### src/rtl/slq_pkg.sv
// ----------------------------------------------------------------------------
// Spectral line quantizer package
// Widths, constants, shared types and helper functions for the quantizer.
// ----------------------------------------------------------------------------
package slq_pkg;

  localparam int COEF_BITS = 24;
  localparam int FRAC_BITS = 16;
  localparam int QUANT_MAX = 8191;

  localparam int BAND_W   = 8;
  localparam int GAIN_W   = 9;
  localparam int MAG_W    = 13;
  localparam int TAB_FRAC = 24;
  localparam int TAB_W    = 25;

  // Root widths: sqrt(m * 2^2F) and sqrt(m * s * 2^F).
  localparam int S_W    = (COEF_BITS + 2 * FRAC_BITS + 1) / 2;
  localparam int P_W    = COEF_BITS + S_W;
  localparam int R_W    = (P_W + FRAC_BITS + 1) / 2;
  localparam int R_LO   = R_W / 2;
  localparam int R_HI   = R_W - R_LO;
  localparam int G_W    = R_W + TAB_W;
  localparam int LIM_W  = $clog2(QUANT_MAX + 1) + FRAC_BITS + 1;
  localparam int WIDE_W = G_W + LIM_W;
  localparam int RAD1_W = 2 * S_W;
  localparam int RAD2_W = 2 * R_W;

  // Exponent handling: t = 3 * (band - gain) + 1024, shift d = 88 - t / 16.
  localparam int D_W        = 8;
  localparam int T_W        = 12;
  localparam int DIFF_W     = 10;
  localparam int EXP_BIAS   = 1024;
  localparam int SHIFT_BIAS = TAB_FRAC + 64;

  localparam logic [LIM_W-1:0] Y_LIMIT =
      LIM_W'(longint'(QUANT_MAX + 1) << FRAC_BITS);
  localparam logic [FRAC_BITS-1:0] ROUND_ADD =
      FRAC_BITS'(((longint'(4054) << FRAC_BITS) + 5000) / 10000);

  typedef struct packed {
    logic [COEF_BITS-1:0] m;
    logic                 neg;
    logic [3:0]           k;
    logic signed [D_W-1:0] d;
  } item_t;

  typedef struct packed {
    logic [R_W+1:0] rem;
    logic [R_W-1:0] root;
  } sq_t;

  // One digit of a restoring square root.
  function automatic sq_t sq_step(sq_t cur, logic [1:0] bits);
    sq_t            nxt;
    logic [R_W+1:0] rem_s;
    logic [R_W+1:0] trial;
    rem_s = {cur.rem[R_W-1:0], bits};
    trial = {cur.root, 2'b01};
    if (rem_s >= trial) begin
      nxt.rem  = rem_s - trial;
      nxt.root = {cur.root[R_W-2:0], 1'b1};
    end else begin
      nxt.rem  = rem_s;
      nxt.root = {cur.root[R_W-2:0], 1'b0};
    end
    return nxt;
  endfunction

  // round(2^(k/16) * 2^24)
  function automatic logic [TAB_W-1:0] pow2_tab(logic [3:0] k);
    logic [TAB_W-1:0] v;
    case (k)
      4'd0:    v = 25'd16777216;
      4'd1:    v = 25'd17520007;
      4'd2:    v = 25'd18295684;
      4'd3:    v = 25'd19105703;
      4'd4:    v = 25'd19951585;
      4'd5:    v = 25'd20834917;
      4'd6:    v = 25'd21757357;
      4'd7:    v = 25'd22720638;
      4'd8:    v = 25'd23726566;
      4'd9:    v = 25'd24777031;
      4'd10:   v = 25'd25874004;
      4'd11:   v = 25'd27019544;
      4'd12:   v = 25'd28215802;
      4'd13:   v = 25'd29465022;
      4'd14:   v = 25'd30769550;
      default: v = 25'd32131834;
    endcase
    return v;
  endfunction

endpackage

### src/rtl/slq_fifo.sv
// ----------------------------------------------------------------------------
// Spectral line quantizer queue
// Two-entry queue between the front end and the arithmetic pipeline.
// ----------------------------------------------------------------------------
module slq_fifo (
  input  logic           clk_i,
  input  logic           rst_ni,
  input  logic           push_i,
  input  slq_pkg::item_t item_i,
  output logic           full_o,
  input  logic           pop_i,
  output logic           vld_o,
  output slq_pkg::item_t item_o
);
  import slq_pkg::*;

  item_t      mem_q [2];
  logic       wr_q, wr_d;
  logic       rd_q, rd_d;
  logic [1:0] cnt_q, cnt_d;
  logic       do_push, do_pop;

  assign full_o  = cnt_q[1];
  assign vld_o   = cnt_q != 2'd0;
  assign item_o  = mem_q[rd_q];
  assign do_push = push_i & ~full_o;
  assign do_pop  = pop_i & vld_o;

  always_comb begin
    wr_d  = wr_q ^ do_push;
    rd_d  = rd_q ^ do_pop;
    cnt_d = cnt_q + {1'b0, do_push} - {1'b0, do_pop};
  end

  always_ff @(posedge clk_i or negedge rst_ni) begin
    if (!rst_ni) begin
      wr_q  <= 1'b0;
      rd_q  <= 1'b0;
      cnt_q <= 2'd0;
    end else begin
      wr_q  <= wr_d;
      rd_q  <= rd_d;
      cnt_q <= cnt_d;
    end
  end

  always_ff @(posedge clk_i) begin
    if (do_push) begin
      mem_q[wr_q] <= item_i;
    end
  end

endmodule

### config.mk
export PLATFORM = sky130hd
export DESIGN_NAME = slq_fifo
export DESIGN_NICKNAME = d
export VERILOG_FILES = /design/src/rtl/slq_pkg.sv /design/src/rtl/slq_fifo.sv
export SDC_FILE = /design/constraint.sdc
export NUM_CORES = 1
export LEC_CHECK = 0
export BUFFER_PORTS_ARGS = -buffer_cell sky130_fd_sc_hd__buf_2
export CORE_UTILIZATION = 55
export CTS_CLUSTER_DIAMETER = 200
export CTS_CLUSTER_SIZE = 24
export DETAILED_ROUTE_END_ITERATION = 8
export GPL_TIMING_DRIVEN = 0
export HOLD_SLACK_MARGIN = 0.06
export PLACE_DENSITY = 0.93
export SYNTH_ARGS = -nofsm -noshare
export SYNTH_HDL_FRONTEND = slang
export SYNTH_SLANG_ARGS = --single-unit
### constraint.sdc
create_clock -name clk_i -period 3.95 [get_ports clk_i]
set_input_delay 0.395 -clock clk_i [delete_from_list [all_inputs] [get_ports clk_i]]
set_output_delay 0.395 -clock clk_i [all_outputs]
set_load 0.05 [all_outputs]
**Yosys cells after proc, flatten, opt, wreduce, memory -nomap -nowiden**

Memories as Yosys holds them, arrays and structs flattened.
Cells that the tools add are included.

- Reduce and logical (&&, ||, !) cells: 1
- Multiplexer cells: 2
- $add $sub $neg: 2
- Bitwise logic cells: 5

Operators with widths:

| operator | number |
|---|---|
| adder 2 x 1 -> 2 bit | 1 |
| bitwise AND 1 bit | 2 |
| 2-to-1 mux 1 bit | 2 |
| nonzero test 2 bit | 1 |
| subtractor 2 x 1 -> 2 bit | 1 |
| XOR 1 bit | 2 |
| NOT 1 bit | 1 |

- Bits in writable memories: 74
- Output and inout port bits: 39
- Memories kept: 1
- Input bits: 41
- Logic and storage cells: 14
- Flip-flop bits (word level): 4

Memory list:

| name | depth | width | rd ports | clocked after Yosys merged registers in | wr ports | RTL line | source |
|---|---|---|---|---|---|---|---|
| mem_q | 2 | 37 | 1 | 0 | 1 | slq_fifo.sv:17 | `item_t mem_q [2];` |

**Longest topological paths before layout**

- Depth after elaboration: 4
- Mapped depth: 5
- Mapped depth without buffers: 5

**Least setup slack after synthesis**

Ideal clock, no wire load.

- Path type: register to register
- Start: reg cnt_q[1]
- End: mem mem_q[0][0] in the netlist's numbering, enable pin
- Arrival time: 1.798 ns
- Cell stages (with the launch flop): 3
- Data required time: 3.552 ns
- Library setup time: 0.398 ns
- Slack: 1.755 ns
- Path buffers: 0
- Period minus slack after synthesis: 2.195 ns
- Cells stage by stage: dfrtp_1 > nor2b_1 > ha_1

- Cells in the longest elaborated chain, start to end: 4

Ends and longest elaborated chain:

| what | RTL line | source |
|---|---|---|
| start, declared | slq_fifo.sv:20 | `logic [1:0] cnt_q, cnt_d;` |
| start signal, assigned | slq_fifo.sv:43 | `cnt_q <= cnt_d;` |
| NOT 1 bit | slq_fifo.sv:26 | `assign do_push = push_i & ~full_o;` |
| bitwise AND 1 bit | slq_fifo.sv:26 |  |
| 2-to-1 mux 1 bit | slq_fifo.sv:48 | `if (do_push) begin` |
| 2-to-1 mux 1 bit (implied by the code) | slq_fifo.sv:49 | `mem_q[wr_q] <= item_i;` |
| end, declared | slq_fifo.sv:17 |  |

No other way between the ends.

==> flow_metrics.py <==
metrics = {
    "clocking": {
        "insertion_delay_ns": 0.33,
        "cts_htree_levels": 3,
        "cts.repair.resized": 0,
        "cts-root-buf": "clkbuf_8",
        "cts_buffer_depth": 2,
        "cts_made_buffers": 9,
        "postCtsHoldBufs": 1,
        "cts_setup_buffers": 0,
        "cts.reportedPaths.clkPinSlew_ns": 0.08,
        "cts.sinks": 78,
        "tritoncts": "built",
    },
    "synth": {
        "syn_inst": 135,
        "syn_nets": 178,
        "synth_warnings": 0,
        "avgSynthCellArea_um2": 21.95,
        "synth_cell_types": 18,
        "yosysSeqAreaShare": 0.7838,
        "ys_ff_latch": 78,
        "netlist_area_um2": 2963,
    },
    "die": {
        "initial_utilization": 0.5764,
        "die_w_um": 75.40,
        "core-area_um2": 5140,
        "row_count": 26,
        "dieArea_um2": 5684,
        "die_h_um": 75.40,
        "pin_count": 80,
    },
    "cells_and_area": {
        "multi_input_area_um2": 598.1,
        "seqCellArea_um2": 2322,
        "num_antenna_cells": 0,
        "final_nets": 269,
        "layout-drive-gt1-share": 0.5974,
        "area_delta_synth_final_pct": 23.94,
        "fillCellCount": 342,
    },
    "timing": {
        "worst_pin_slew_ns": 0.9274,
        "grt_setup_unrepaired": "false",
        "finalSetupViolations": 0,
        "period_minus_slack_ns": 1.963,
        "fin_worst_skew_ns": 0.004593,
        "slew_violations": 0,
        "min_period_over_period": 0.4970,
        "tns_ns": 0,
        "slew_headroom": 0.3818,
        "fmax_mhz": 509.4,
        "finalHoldViolCount": 0,
    },
    "pwr": {
        "p_comb_frac": 0.431,
        "ir_drop_mv": 0.4984,
        "clkPwrFrac": 0.198,
        "switchingPower_uw": 1240,
        "p_leak_uw": 0.001453,
        "total_power_uw": 3124,
        "pwr-share-seq": 0.371,
        "switching_share": 0.3971,
        "cellPowerDensity_nw_per_um2": 850.6,
        "intPower_uw": 1883,
    },
    "worst_setup_path": {
        "critPathRequiredTime_ns": 3.56,
        "critPathArrivalTime_ns": 1.57,
        "crit_chain": "buf_6, buf_6, mux2_4, buf_2",
        "path_common_cell": "buf_6",
        "crit_fanout": 10,
        "cp_slowest_stage_delay_ns": 0.36,
        "path_class": "reg2out",
        "start_kind": "flip-flop",
        "crit_path_end_kind": "output pin",
        "critical-path-slowest-cell": "dfrtp_1",
        "rrSetupSlack_ns": 2.02,
    },
    "grt": {
        "first_global_vias": 1308,
        "antenna_found_initial": 0,
        "grt_overflow_total": 0,
        "grt_pass1_wl_um": 5865,
        "grt_max_degree": 38,
        "grt_usage": 0.1519,
    },
    "drt": {
        "num_vias": 1479,
        "drt_wl_total_um": 4381,
        "first_pass_iters": 4,
        "ant_nets": 0,
        "drc": 0,
        "drt-initial-drc-count": 23,
        "viasPerCell": 4.914,
        "wire_per_inst_um": 14.55,
    },
    "placement": {
        "hpwl_um": 2864,
        "gp_congestion": 0.6806,
        "portBuffers": 79,
    },
    "min_path": {
        "min_path_type": "in2reg",
    },
    "flow_run": {
        "maxCapViolCount": 0,
    },
    "status": {
        "outcome": "complete, no violations",
    },
}
-- state kept, by name (all words and copies together) (netlist names) --
name and cells:
cnt_q 2, mem_q 74, rd_q 1, wr_q 1
-- layout by cell type (no fill, tap or decap), types with 2 or more instances in the layout --
cell type	instances
buf_2	80
buf_6	3
bufinv_16	2
clkbuf_8	9
clkinv_2	2
clkinvlp_4	2
dfrtp_1	4
edfxtp_1	74
inv_1	2
mux2_2	17
mux2_4	20
nor2b_1	2
xnor2_1	2
-- cell type report --
class,count,area share
Inverter,2,0.002044
Tap cell,70,0.02385
Clock buffer,9,0.03373
Buffer,4,0.01056
Clock inverter,7,0.02419
Sequential cell,78,0.6324
Timing Repair Buffer,80,0.1104
Multi-Input combinational cell,51,0.1629
-- critical path: cells and delay by family, from the launching register on --
| family | cells | cell delay [ns] |
|---|---|---|
| buffers and inverters | 3 | 0.56 |
| muxes | 1 | 0.31 |
| DFF | 1 | 0.36 |
-- synthesized netlist by cell type, drive strengths merged --
cell type  count  share of area
o22a           1         0.0030
nand3          1         0.0017
nor2b          2         0.0042
a31oi          1         0.0021
ha             2         0.0084
or2            1         0.0021
inv            2         0.0025
nor2           1         0.0013
and2           1         0.0021
o21a           1         0.0025
nand2          1         0.0013
xnor2          2         0.0059
dfrtp          4          0.034
buf            4          0.013
edfxtp        74           0.75
mux2          37           0.17
-- cell families (layout without fill, tap and decap cells) --
logic type                 count (synthesis)  in the layout  synth area share
buffers and inverters                      6            102           0.01562
muxes                                     37             37            0.1660
and+or+nand+nor                            7              7           0.01267
adders and majority gates                  2              2          0.008445
DFF                                       78             78            0.7838
xor gates and xnor gates                   2              2          0.005913
AOI/OAI and AO/OA                          3              3          0.007604
-- through the flow --
stage	instances	hold WS, ns	utilization	worst slack (ns)	area, um2
2_1_floorplan	135	0.09941	-	1.755	2963
4_1_cts	301	0.2294	0.7145	1.962	3672
5_1_grt	301	0.2278	0.7145	1.915	3672
3_5_place_dp	284	0.2095	0.6711	1.930	3450
3_3_place_gp	284	0.2028	0.6704	1.410	3446
6_report	301	0.2461	0.7145	1.987	3672
-- routing by layer --
metal / part of all wire / GRT usage
met1: 0.41 / 0.1685
met2: 0.52 / 0.2579
met3: 0.046 / 0.03439
met4: 0.017 / 0.1111
met5: 0 / 0
-- worst paths after layout --
| path | from | endpoint | depth (start not counted) |
|---|---|---|---|
| max in group asynchronous | rst_ni | rd_q | 2 |
| min in group asynchronous | rst_ni | cnt_q[1] | 2 |
| worst min-delay path | item_i[6] | mem_q[1][6] | 1 |
| worst max-delay path | rd_q | item_o[7] | 4 |
| worst min register to register | cnt_q[0] | cnt_q[0] | 1 |
| worst max register to register | cnt_q[1] | mem_q[0][13] | 2 |
-- power by group through the flow --
stage | clock (uW) | combinational [uW] | sequential [uW]
final | 619 | 1350 | 1160
after floorplan | 0 | 1100 | 1180
after global routing | 656 | 1420 | 1170
after CTS | 626 | 1360 | 1160
after global placement | 0 | 1340 | 1170
after detailed placement | 0 | 1360 | 1180
No activity file was read; power rests on OpenSTA's default activity.
