<file path="src/rtl/slq_pkg.sv">
// ----------------------------------------------------------------------------
// Spectral line quantizer package
// Widths, constants, shared types and helper functions for the quantizer.
// ----------------------------------------------------------------------------
package slq_pkg;

  localparam int COEF_BITS = 24;
  localparam int FRAC_BITS = 16;
  localparam int QUANT_MAX = 8191;

  localparam int BAND_W   = 8;
  localparam int GAIN_W   = 9;
  localparam int MAG_W    = 13;
  localparam int TAB_FRAC = 24;
  localparam int TAB_W    = 25;

  // Root widths: sqrt(m * 2^2F) and sqrt(m * s * 2^F).
  localparam int S_W    = (COEF_BITS + 2 * FRAC_BITS + 1) / 2;
  localparam int P_W    = COEF_BITS + S_W;
  localparam int R_W    = (P_W + FRAC_BITS + 1) / 2;
  localparam int R_LO   = R_W / 2;
  localparam int R_HI   = R_W - R_LO;
  localparam int G_W    = R_W + TAB_W;
  localparam int LIM_W  = $clog2(QUANT_MAX + 1) + FRAC_BITS + 1;
  localparam int WIDE_W = G_W + LIM_W;
  localparam int RAD1_W = 2 * S_W;
  localparam int RAD2_W = 2 * R_W;

  // Exponent handling: t = 3 * (band - gain) + 1024, shift d = 88 - t / 16.
  localparam int D_W        = 8;
  localparam int T_W        = 12;
  localparam int DIFF_W     = 10;
  localparam int EXP_BIAS   = 1024;
  localparam int SHIFT_BIAS = TAB_FRAC + 64;

  localparam logic [LIM_W-1:0] Y_LIMIT =
      LIM_W'(longint'(QUANT_MAX + 1) << FRAC_BITS);
  localparam logic [FRAC_BITS-1:0] ROUND_ADD =
      FRAC_BITS'(((longint'(4054) << FRAC_BITS) + 5000) / 10000);

  typedef struct packed {
    logic [COEF_BITS-1:0] m;
    logic                 neg;
    logic [3:0]           k;
    logic signed [D_W-1:0] d;
  } item_t;

  typedef struct packed {
    logic [R_W+1:0] rem;
    logic [R_W-1:0] root;
  } sq_t;

  // One digit of a restoring square root.
  function automatic sq_t sq_step(sq_t cur, logic [1:0] bits);
    sq_t            nxt;
    logic [R_W+1:0] rem_s;
    logic [R_W+1:0] trial;
    rem_s = {cur.rem[R_W-1:0], bits};
    trial = {cur.root, 2'b01};
    if (rem_s >= trial) begin
      nxt.rem  = rem_s - trial;
      nxt.root = {cur.root[R_W-2:0], 1'b1};
    end else begin
      nxt.rem  = rem_s;
      nxt.root = {cur.root[R_W-2:0], 1'b0};
    end
    return nxt;
  endfunction

  // round(2^(k/16) * 2^24)
  function automatic logic [TAB_W-1:0] pow2_tab(logic [3:0] k);
    logic [TAB_W-1:0] v;
    case (k)
      4'd0:    v = 25'd16777216;
      4'd1:    v = 25'd17520007;
      4'd2:    v = 25'd18295684;
      4'd3:    v = 25'd19105703;
      4'd4:    v = 25'd19951585;
      4'd5:    v = 25'd20834917;
      4'd6:    v = 25'd21757357;
      4'd7:    v = 25'd22720638;
      4'd8:    v = 25'd23726566;
      4'd9:    v = 25'd24777031;
      4'd10:   v = 25'd25874004;
      4'd11:   v = 25'd27019544;
      4'd12:   v = 25'd28215802;
      4'd13:   v = 25'd29465022;
      4'd14:   v = 25'd30769550;
      default: v = 25'd32131834;
    endcase
    return v;
  endfunction

endpackage

</file>
<file path="src/rtl/slq_front.sv">
// ----------------------------------------------------------------------------
// Spectral line quantizer front end
// Splits a line into magnitude and sign and works out table index and shift.
// ----------------------------------------------------------------------------
module slq_front (
  input  logic [slq_pkg::COEF_BITS-1:0] coef_i,
  input  logic [slq_pkg::BAND_W-1:0]    band_scale_i,
  input  logic [slq_pkg::GAIN_W-1:0]    global_gain_i,
  output slq_pkg::item_t                item_o
);
  import slq_pkg::*;

  logic signed [DIFF_W-1:0] diff;
  logic signed [T_W:0]      t_full;
  logic [T_W-1:0]           t;
  logic [D_W-1:0]           t_hi;

  always_comb begin
    diff   = $signed(DIFF_W'(band_scale_i))
           - $signed({global_gain_i[GAIN_W-1], global_gain_i});
    t_full = (T_W+1)'(3) * (T_W+1)'(diff) + (T_W+1)'(EXP_BIAS);
    t      = t_full[T_W-1:0];
    t_hi   = D_W'(t[T_W-1:4]);
    item_o.neg = coef_i[COEF_BITS-1];
    item_o.m   = coef_i[COEF_BITS-1] ? (~coef_i + COEF_BITS'(1)) : coef_i;
    item_o.k   = t[3:0];
    item_o.d   = $signed(D_W'(SHIFT_BIAS) - t_hi);
  end

endmodule

</file>
<file path="config.mk">
export PLATFORM = sky130hd
export DESIGN_NAME = slq_front
export DESIGN_NICKNAME = d
export VERILOG_FILES = /design/src/rtl/slq_pkg.sv /design/src/rtl/slq_front.sv
export SDC_FILE = /design/constraint.sdc
export NUM_CORES = 1
export LEC_CHECK = 0
export ABC_AREA = 1
export BUFFER_PORTS_ARGS = -buffer_cell sky130_fd_sc_hd__buf_4
export CORE_MARGIN = 2
export CORE_UTILIZATION = 30
export DETAILED_ROUTE_END_ITERATION = 10
export PLACE_DENSITY_LB_ADDON = 0.05
export SYNTH_ARGS = -nofsm -noshare
export SYNTH_HDL_FRONTEND = slang
export SYNTH_SLANG_ARGS = --single-unit
</file>
<file path="constraint.sdc">
create_clock -name vclk -period 4.15
set_input_delay 0.83 -clock vclk [all_inputs]
set_output_delay 0.83 -clock vclk [all_outputs]
set_load 0.01 [all_outputs]
</file>
== After elaboration in Yosys (flattened, before gate mapping) ==
Index checks and enable logic that the tools add are counted.

* Add/subtract/negate cells: 4
* Multiply operators: 1
* Multiplexer cells: 1
* Bitwise logic cells: 1

{| class="wikitable"
|+ Operators by type and width
! kind !! count
|-
| $add A24 B1 Y24 const B || 1
|-
| $mux W24 || 1
|-
| $not A24 Y24 || 1
|-
| $add A12 B12 Y12 const B || 1
|-
| $mul A3 B10 Y12 const A || 1
|-
| $sub A9 B9 Y10 || 1
|-
| $sub A7 B8 Y8 const A || 1
|}

* Register bits: 0
* Bits of input ports: 41
* Output and inout bits: 37
* Word-level logic and storage cells: 7

== Logic depth before layout (Yosys ltp) ==
Gate-level depths: netlist of run 1.

* Depth in word-level cells: 4
* Gate-level depth with buffers: 23
* Gate-level depth less buffers: 23

== Least setup slack after synthesis of run 1 ==
No wires, ideal clock.

* Path type: input-to-output
* Start: in band_scale_i[0] (netlist bit)
* End: out item_o[6] (netlist bit)
* Arrival time: 3652 ps
* Required time: 3320 ps
* Path slack: -332 ps
* Stages on the path: 18
* Buffers on the path: 0
* Cells stage by stage: inv_1 -> ha_1 -> inv_1 -> fa_1 -> nand3_1 -> nand2_1 -> xor2_1 -> ha_1 -> ha_1 -> fa_1 -> xor2_1 -> inv_1 -> ha_1 -> nand2_1 -> nand3_1 -> nand2_1 -> nand2_1 -> nand2_1

{| class="wikitable"
|+ RTL lines
! item !! line !! source
|-
| from (decl) || slq_front.sv:7 || <nowiki>input logic [slq_pkg::BAND_W-1:0] band_scale_i,</nowiki>
|-
| to (decl) || slq_front.sv:9 || <nowiki>output slq_pkg::item_t item_o</nowiki>
|}

==> reports/results.txt, run 1 <==
All-layer global routing usage: 13.7%
Initial Utilization: 31.6%
Pwr/cell area: 580 nW/um^2
Final ANT Viol Nets: 0
Worst Setup Slack, final: -0.412 ns
FF/Latch Area: 0 sq um
Leak: 1.61 nW
Total grt overflow: 0
Crit path top cell by count: nand2_2
Post-DP Area: 2780 sq um
Vias in the first global route: 1882
Number of sequential cells: 0
Kind of critical path: in -> out
Fin. max-slew vios: 0
DP HPWL: 3860 um
Syn nets: 366
Chip Width: 80.9 um
Main combinational cell family by area after synthesis: simple AND/OR/NAND/NOR gates
Routed vias: 2041
Mapped Area: 1770 sq um
Sequential Power Share: 0%
Failing checks: negative setup slack
Xor-xnor portion of the synthesized cell area: 19.9%
Die area: 6540 sq um
TritonRoute pass-1 iters: 4
Sequential area share after synthesis: 0%
# hold bufs at CTS: 0
Mapped Cells: 292
Logic pwr share: 100.0%
Core area: 5610 sq um
WP data required: 3.32 ns
Min Tclk post-route: 4.56 ns
Status: complete, but fails checks
Crit path DAT: 3.73 ns
Max Used Layer: met3
Fin. Hold Viols: 0
F_max: 0.219 GHz
Vias per cell: 4.35
Peak VDD IR: 575 uV
Post-synthesis simple-gate area fraction: 36.5%
Fin area: 3070 sq um
Yosys top cell by area: ha_1
Synth cell types: 30
Final core utilization: 54.7%
P_sw: 0.825 mW
Switching fraction of total power: 46.3%
Wire per inst: 9.67 um
CP max stage delay: 0.42 ns
Initial antenna violation count: 0
Final Cycle Share: 110%
Adder-Cell Fraction of Synth Area: 24.2%
Compound-Gate Fraction of Synth Area: 6.43%
Metal-1 WL: 2190 um
Rows: 27
Met3 routed WL: 188 um
Clock Power Share: 0%
Synth area leaders: ha_1, nand2_1, xor2_1
Layout cells sized above 1: 44.6%
Yosys warns: 0
Crit path capture type: output pin
1st-iter DRT viols: 60
Multiplexer share of the synthesized area: 0%
Post-synth top area share: 21.9%
Final Wtd Congestion: 0.797
Unrepaired setup endpoints after global routing: true
Nature of the critical path startpoint: input pin
Max_slew headroom: 79.4%
Max Cap Viol: 0
Drc violations: 0
Drt total wl: 4530 um
Largest net degree at the start of global routing: 22
Non-Filler Instances: 469
CP max stage cell: fa_2
Dpl cells: 465
Hold WC Path Type: in -> out
Internal: 0.956 mW
P&R area growth vs syn: 73.2%
Average cell area after synthesis: 6.07 sq um
Slew at the pin closest to its max-slew limit: 0.307 ns
Layout clock buffers: 0
Port buffer count: 78
Worst Hold Slack: 1.85 ns
Io pins: 78
Die Ht: 80.9 um
First-pass GRT wire length: 7650 um
Critical path peak fanout: 4
Nets: 473
Commonest cells post-synth: nand2_1, inv_1, ha_1
Wire length on met2: 2160 um
# diodes: 0
Cell breakdown of the critical path: buf_8 > inv_12 > ha_4 > inv_2 > fa_2 > nand3_2 > nand2_4 > xor2_2 > ha_4 > ha_4 > fa_2 > nand3_2 > nand2_2 > nand2_1 > nand2_2 > xnor2_2 > nand2_2 > nand3_1 > nand2_2 > buf_6
Endpoints failing setup: 7
Top-count cell post-synth: nand2_1
Total Power: 1.78 mW
stage by stage:
stage | TNS, ns | setup slack (ns)
floorplan | -0.417 | -0.144
global placement | -2.79 | -0.487
detailed placement | -2.86 | -0.513
CTS | -1.93 | -0.374
global route | -3.28 | -0.609
finish | -2.24 | -0.412
worst max-delay path, delay by kind of cell:
| family | cells | cell delay, ns |
|---|---|---|
| and+or+nand+nor | 9 | 0.76 |
| buffers and inverters | 4 | 0.30 |
| adders and majority gates | 5 | 1.39 |
| xor gates and xnor gates | 2 | 0.46 |
routing by layer:
layer | GRT usage, % | vias to the layer above
met5 | 0 | -
met4 | 0 | 0
met3 | 0.222 | 0
met2 | 24.4 | 40
met1 | 19.6 | 877
li1 | - | 1124
layout make-up:
type                            instances  area [sq um]
Tap cell                               72          90.1
Timing Repair Buffer                  109           845
Fill cell                             594          2540
Multi-Input combinational cell        233          1920
Inverter                               55           219
kinds of logic (layout without fill, tap and decap cells):
logic type,count (synthesis),after routing
xor+xnor,36,36
simple gates,144,144
compound gates,20,20
buf+inv,59,164
fa+ha+maj,33,33
power groups by stage:
stage	Combinational, mW	Clock (mW)	Sequential, mW
6_report	1.78	0	0
5_1_grt	1.97	0	0
4_1_cts	1.75	0	0
3_5_place_dp	1.54	0	0
3_3_place_gp	1.53	0	0
2_1_floorplan	0.943	0	0
layout by cell type (no fill, tap or decap), types with 8 or more instances in the layout:
cell,instances
nand4_1,8
nand3_1,18
ha_1,16
nand2_2,13
ha_4,14
buf_4,103
xor2_1,19
nor2_1,21
inv_1,52
nand2_1,64
final timing paths:
kind,from,to,slack (ns),cells after the start
max,band_scale_i[0],item_o[7],-0.41,20
min,coef_i[0],item_o[13],1.85,2
repair_timing:
action	in CTS	in global routing
gates cloned	0	0
setup buffers	1	3
pin swaps	28	10
endpoints found under the hold margin	0	0
setup endpoints to repair	7	7
gates resized for setup	33	7
Power figures use the tool's default switching activity.
==> run 2, diff against run 1 <==
CORE_ASPECT_RATIO = 1.5   (was unset)
CORE_UTILIZATION = 35   (was 30)
==> reports/results.txt, run 2 (synthesized netlist as in run 1, its figures left out) <==
Layout cells sized above 1: 44.9% (+0.37 points)
Vias in the first global route: 1875 (-0.37%)
Io pins: 78 (unchanged)
First-pass GRT wire length: 7220 um (-5.7%)
Wire per inst: 9.77 um (+1.1%)
Nature of the critical path startpoint: input pin
Slew at the pin closest to its max-slew limit: 0.291 ns (-0.0164 ns)
F_max: 0.218 GHz (-0.60%)
Largest net degree at the start of global routing: 22 (unchanged)
Initial Utilization: 36.5% (+4.9 points)
Final Cycle Share: 111% (+0.67 points)
Pwr/cell area: 605 nW/um^2 (+4.2%)
Final ANT Viol Nets: 0 (unchanged)
Crit path DAT: 3.76 ns (+0.03 ns)
Total grt overflow: 0 (unchanged)
DP HPWL: 3920 um (+1.7%)
Pre-CTS WS: -0.551 ns (-0.0383 ns)
TritonRoute pass-1 iters: 4 (unchanged)
Worst Setup Slack, final: -0.440 ns (-0.0277 ns)
Layout clock buffers: 0 (unchanged)
Dpl cells: 460 (-1.1%)
Peak VDD IR: 940 uV (+63%)
Endpoints failing setup: 7 (unchanged)
# diodes: 0 (unchanged)
Drc violations: 0 (unchanged)
Die Ht: 91.1 um (+13%)
1st-iter DRT viols: 37 (-38%)
Status: complete, but fails checks
P&R area growth vs syn: 75.3%
Routed vias: 2140 (+4.9%)
Fin. Hold Viols: 0 (unchanged)
Rows: 31 (+15%)
Core area: 4850 sq um (-14%)
WP data required: 3.32 ns (about the same)
Leak: 1.62 nW (+0.73%)
Kind of critical path: in -> out
Non-Filler Instances: 462 (-1.5%)
All-layer global routing usage: 15.2% (+1.6 points)
Die area: 5660 sq um (-13%)
Min Tclk post-route: 4.59 ns (+0.0277 ns)
Critical path peak fanout: 4 (unchanged)
Failing checks: negative setup slack
Drt total wl: 4520 um (-0.38%)
Unrepaired setup endpoints after global routing: true
Number of sequential cells: 0 (unchanged)
# hold bufs at CTS: 0 (unchanged)
FF/Latch Area: 0 sq um (unchanged)
Chip Width: 62.1 um (-23%)
Port buffer count: 78 (unchanged)
Vias per cell: 4.63 (+6.4%)
Most common cell after layout, fill and taps aside: buf_4
Hold WC Path Type: in -> out
Initial antenna violation count: 0 (unchanged)
Final Wtd Congestion: 0.822 (+3.0%)
Commonest cells after routing, fill and taps aside: buf_4, nand2_1, inv_1, nor2_1, xor2_1
Max Cap Viol: 0 (unchanged)
Max_slew headroom: 80.5% (+1.1 points)
Nets: 472 (-0.21%)
Crit path capture type: output pin
Fin. max-slew vios: 0 (unchanged)
-- run 2: cell types whose count changed in the layout (fill, tap and decap cells not counted), moves of 2 or more --
cell	delta
buf_4	-5
buf_6	+4
nand2_1	-3
nand2_4	+2
nor2_1	+2
nor2_2	-2
-- run 2: per-layer routing --
layer  vias up  wire length (um)  track usage (%)
met3         2               233            0.142
li1       1123                 -                -
met4         0                28             1.06
met1       960              1510             15.8
met5         -                 0                0
met2        55              2750             31.9
-- run 2: worst max-delay path, stage by stage --
cell,delay (ns)
buf_8,0.11
inv_12,0.04
ha_4,0.10
inv_2,0.04
fa_2,0.37
buf_4,0.17
xor2_4,0.23
ha_4,0.24
ha_4,0.21
ha_4,0.16
fa_2,0.39
nand3_2,0.10
nand2_4,0.07
nand2_2,0.06
nand2_2,0.08
xnor2_4,0.22
nand2_2,0.07
nand2_1,0.06
nand2_1,0.06
nand2_2,0.06
buf_6,0.09
-- run 2: path summary, 6_finish.rpt --
path                  cells after the start            start    endpoint
worst max-delay path                     21  band_scale_i[0]   item_o[7]
worst min-delay path                      2        coef_i[0]  item_o[13]
-- run 2: through the flow --
step / setup TNS, ns / cell area (sq um) / power, mW / utilization, % / hold WS (ns)
2_1_floorplan: -0.417 / 1930 / 0.943 / - / 1.69
5_1_grt: -3.37 / 3110 / 2.05 / 64.1 / 1.85
4_1_cts: -2.10 / 2980 / 1.81 / 61.4 / 1.85
3_5_place_dp: -3.12 / 2780 / 1.54 / 57.4 / 1.85
6_report: -2.57 / 3110 / 1.88 / 64.1 / 1.85
3_3_place_gp: -2.87 / 2780 / 1.53 / 57.4 / 1.85
-- run 2: area by class of cell --
class	instances	area [sq um]
Fill cell	463	1740
Inverter	55	219
Multi-Input combinational cell	233	1950
Tap cell	66	82.6
Timing Repair Buffer	108	852
-- run 2: report_power, final --
part           switching (mW)  total [mW]  internal [mW]
sequential                  0           0              0
clock                       0           0              0
combinational           0.867        1.88           1.01
total                   0.867        1.88           1.01
-- run 2: repair_timing --
action	in CTS	in global routing
cloned	0	0
endpoints found under the setup margin	7	7
gates resized for setup	32	19
pin swaps	31	20
buffers inserted	2	1
==> run 3, diff against run 2 <==
PLACE_DENSITY = 0.73   (was unset)
PLACE_DENSITY_LB_ADDON = unset   (was 0.05)
==> reports/results.txt, run 3 (synthesized netlist as in run 1, its figures left out) <==
Total Power: 1.96 mW (+4.6%)
Chip Width: 62.1 um (unchanged)
# diodes: 0 (unchanged)
First-pass GRT wire length: 7950 um (+10%)
Commonest cells after routing, fill and taps aside: buf_4, nand2_1, inv_1, nor2_1
Critical path peak fanout: 4 (unchanged)
GR Layer Usage met3: 0.570% (+0.43 points)
Total grt overflow: 0 (unchanged)
TritonRoute pass-1 iters: 5 (+1)
WP data required: 3.32 ns (about the same)
Initial antenna violation count: 0 (unchanged)
P&R area growth vs syn: 75.1%
Layout clock buffers: 0 (unchanged)
Most common cell after layout, fill and taps aside: buf_4
Final Wtd Congestion: 0.804 (-2.2%)
Fin. Hold Viols: 0 (unchanged)
Final ANT Viol Nets: 0 (unchanged)
Final Cycle Share: 112% (+1.1 points)
Max_slew headroom: 79.9% (-0.58 points)
Initial Utilization: 36.5% (unchanged)
Core area: 4850 sq um (unchanged)
Dpl cells: 462 (+0.43%)
Drt total wl: 5120 um (+13%)
F_max: 0.216 GHz (-0.99%)
Vias in the first global route: 2114 (+13%)
Pre-CTS WS: -0.618 ns (-0.0671 ns)
CP Launch Point: band_scale_i[0]
Crit path capture type: output pin
1st-iter DRT viols: 76 (+110%)
Slew at the pin closest to its max-slew limit: 0.299 ns (+0.00870 ns)
Routed vias: 2185 (+2.1%)
Die Ht: 91.1 um (unchanged)
Leak: 1.64 nW (+1.6%)
Worst Setup Slack, final: -0.486 ns (-0.0457 ns)
Largest net degree at the start of global routing: 22 (unchanged)
Pwr/cell area: 633 nW/um^2 (+4.8%)
Fin. max-slew vios: 0 (unchanged)
# hold bufs at CTS: 0 (unchanged)
Hold path start: coef_i[0]
Nets: 476 (+0.85%)
Gr busiest metal: met2
Crit path DAT: 3.81 ns (+0.05 ns)
Unrepaired setup endpoints after global routing: true
Wire per inst: 11.0 um (+12%)
Drc violations: 0 (unchanged)
Number of sequential cells: 0 (unchanged)
Vias per cell: 4.69 (+1.2%)
Setup tns final: -2.83 ns (-0.263 ns)
All-layer global routing usage: 17.0% (+1.8 points)
Failing checks: negative setup slack
Rows: 31 (unchanged)
Io pins: 78 (unchanged)
Hold WC Path Type: in -> out
Non-Filler Instances: 466 (+0.87%)
Die area: 5660 sq um (unchanged)
Max Cap Viol: 0 (unchanged)
Routing usage on met1: 15.4% (-0.45 points)
Kind of critical path: in -> out
Port buffer count: 78 (unchanged)
Layout cells sized above 1: 45.0% (+0.051 points)
Status: complete, but fails checks
Peak VDD IR: 726 uV (-23%)
Endpoints failing setup: 7 (unchanged)
FF/Latch Area: 0 sq um (unchanged)
Global routing met2 resource utilization: 38.0% (+6.1 points)
Nature of the critical path startpoint: input pin
Min Tclk post-route: 4.64 ns (+0.0457 ns)
DP HPWL: 4290 um (+9.4%)
-- run 3: worst paths after layout --
| kind | endpoint | slack (ns) | cells past startpoint |
|---|---|---|---|
| max | item_o[7] | -0.49 | 24 |
| min | item_o[13] | 1.85 | 2 |
-- run 3: timing repair --
| item | 4_1_cts | 5_1_grt |
|---|---|---|
| resized for setup | 40 | 8 |
| pin swaps | 25 | 13 |
| setup buffers | 2 | 2 |
| endpoints found under the setup margin | 7 | 7 |
-- run 3: per-stage QoR --
step           hold slack (ns)  cell area (sq um)  util (%)
2_1_floorplan             1.69               1930         -
3_3_place_gp              1.85               2800      57.7
3_5_place_dp              1.85               2800      57.7
4_1_cts                   1.85               3040      62.8
5_1_grt                   1.86               3100      64.0
6_report                  1.85               3100      64.0
-- run 3: cell type report --
class,instances,area [sq um]
repair buffers,112,875
inverters,55,219
well taps,66,82.6
fillers,426,1750
multi-input cells,233,1930
-- run 3: layer usage --
| metal | routed length (um) | share of wire, % |
|---|---|---|
| met5 | 0 | 0 |
| met4 | 25 | 0.49 |
| met3 | 284 | 5.5 |
| met2 | 3150 | 62 |
| met1 | 1660 | 32 |
-- run 3: critical path, stage by stage --
cell,delay (ns)
buf_8,0.11
inv_12,0.04
ha_4,0.11
inv_2,0.04
fa_2,0.39
nand3_2,0.10
nand2_4,0.08
nand3_4,0.08
nand2_4,0.06
xnor2_4,0.22
xor2_1,0.19
ha_1,0.28
ha_4,0.33
nand2_2,0.07
inv_1,0.08
buf_4,0.10
nand4_1,0.11
nand2_1,0.08
nand2_1,0.07
nand2_1,0.11
nand2_1,0.07
nand2_1,0.07
nand2_2,0.05
buf_6,0.11
-- run 3: where the power goes --
part / internal (mW) / switching (mW) / total, mW
registers: 0 / 0 / 0
logic: 1.05 / 0.916 / 1.96
clock network: 0 / 0 / 0
total: 1.05 / 0.916 / 1.96
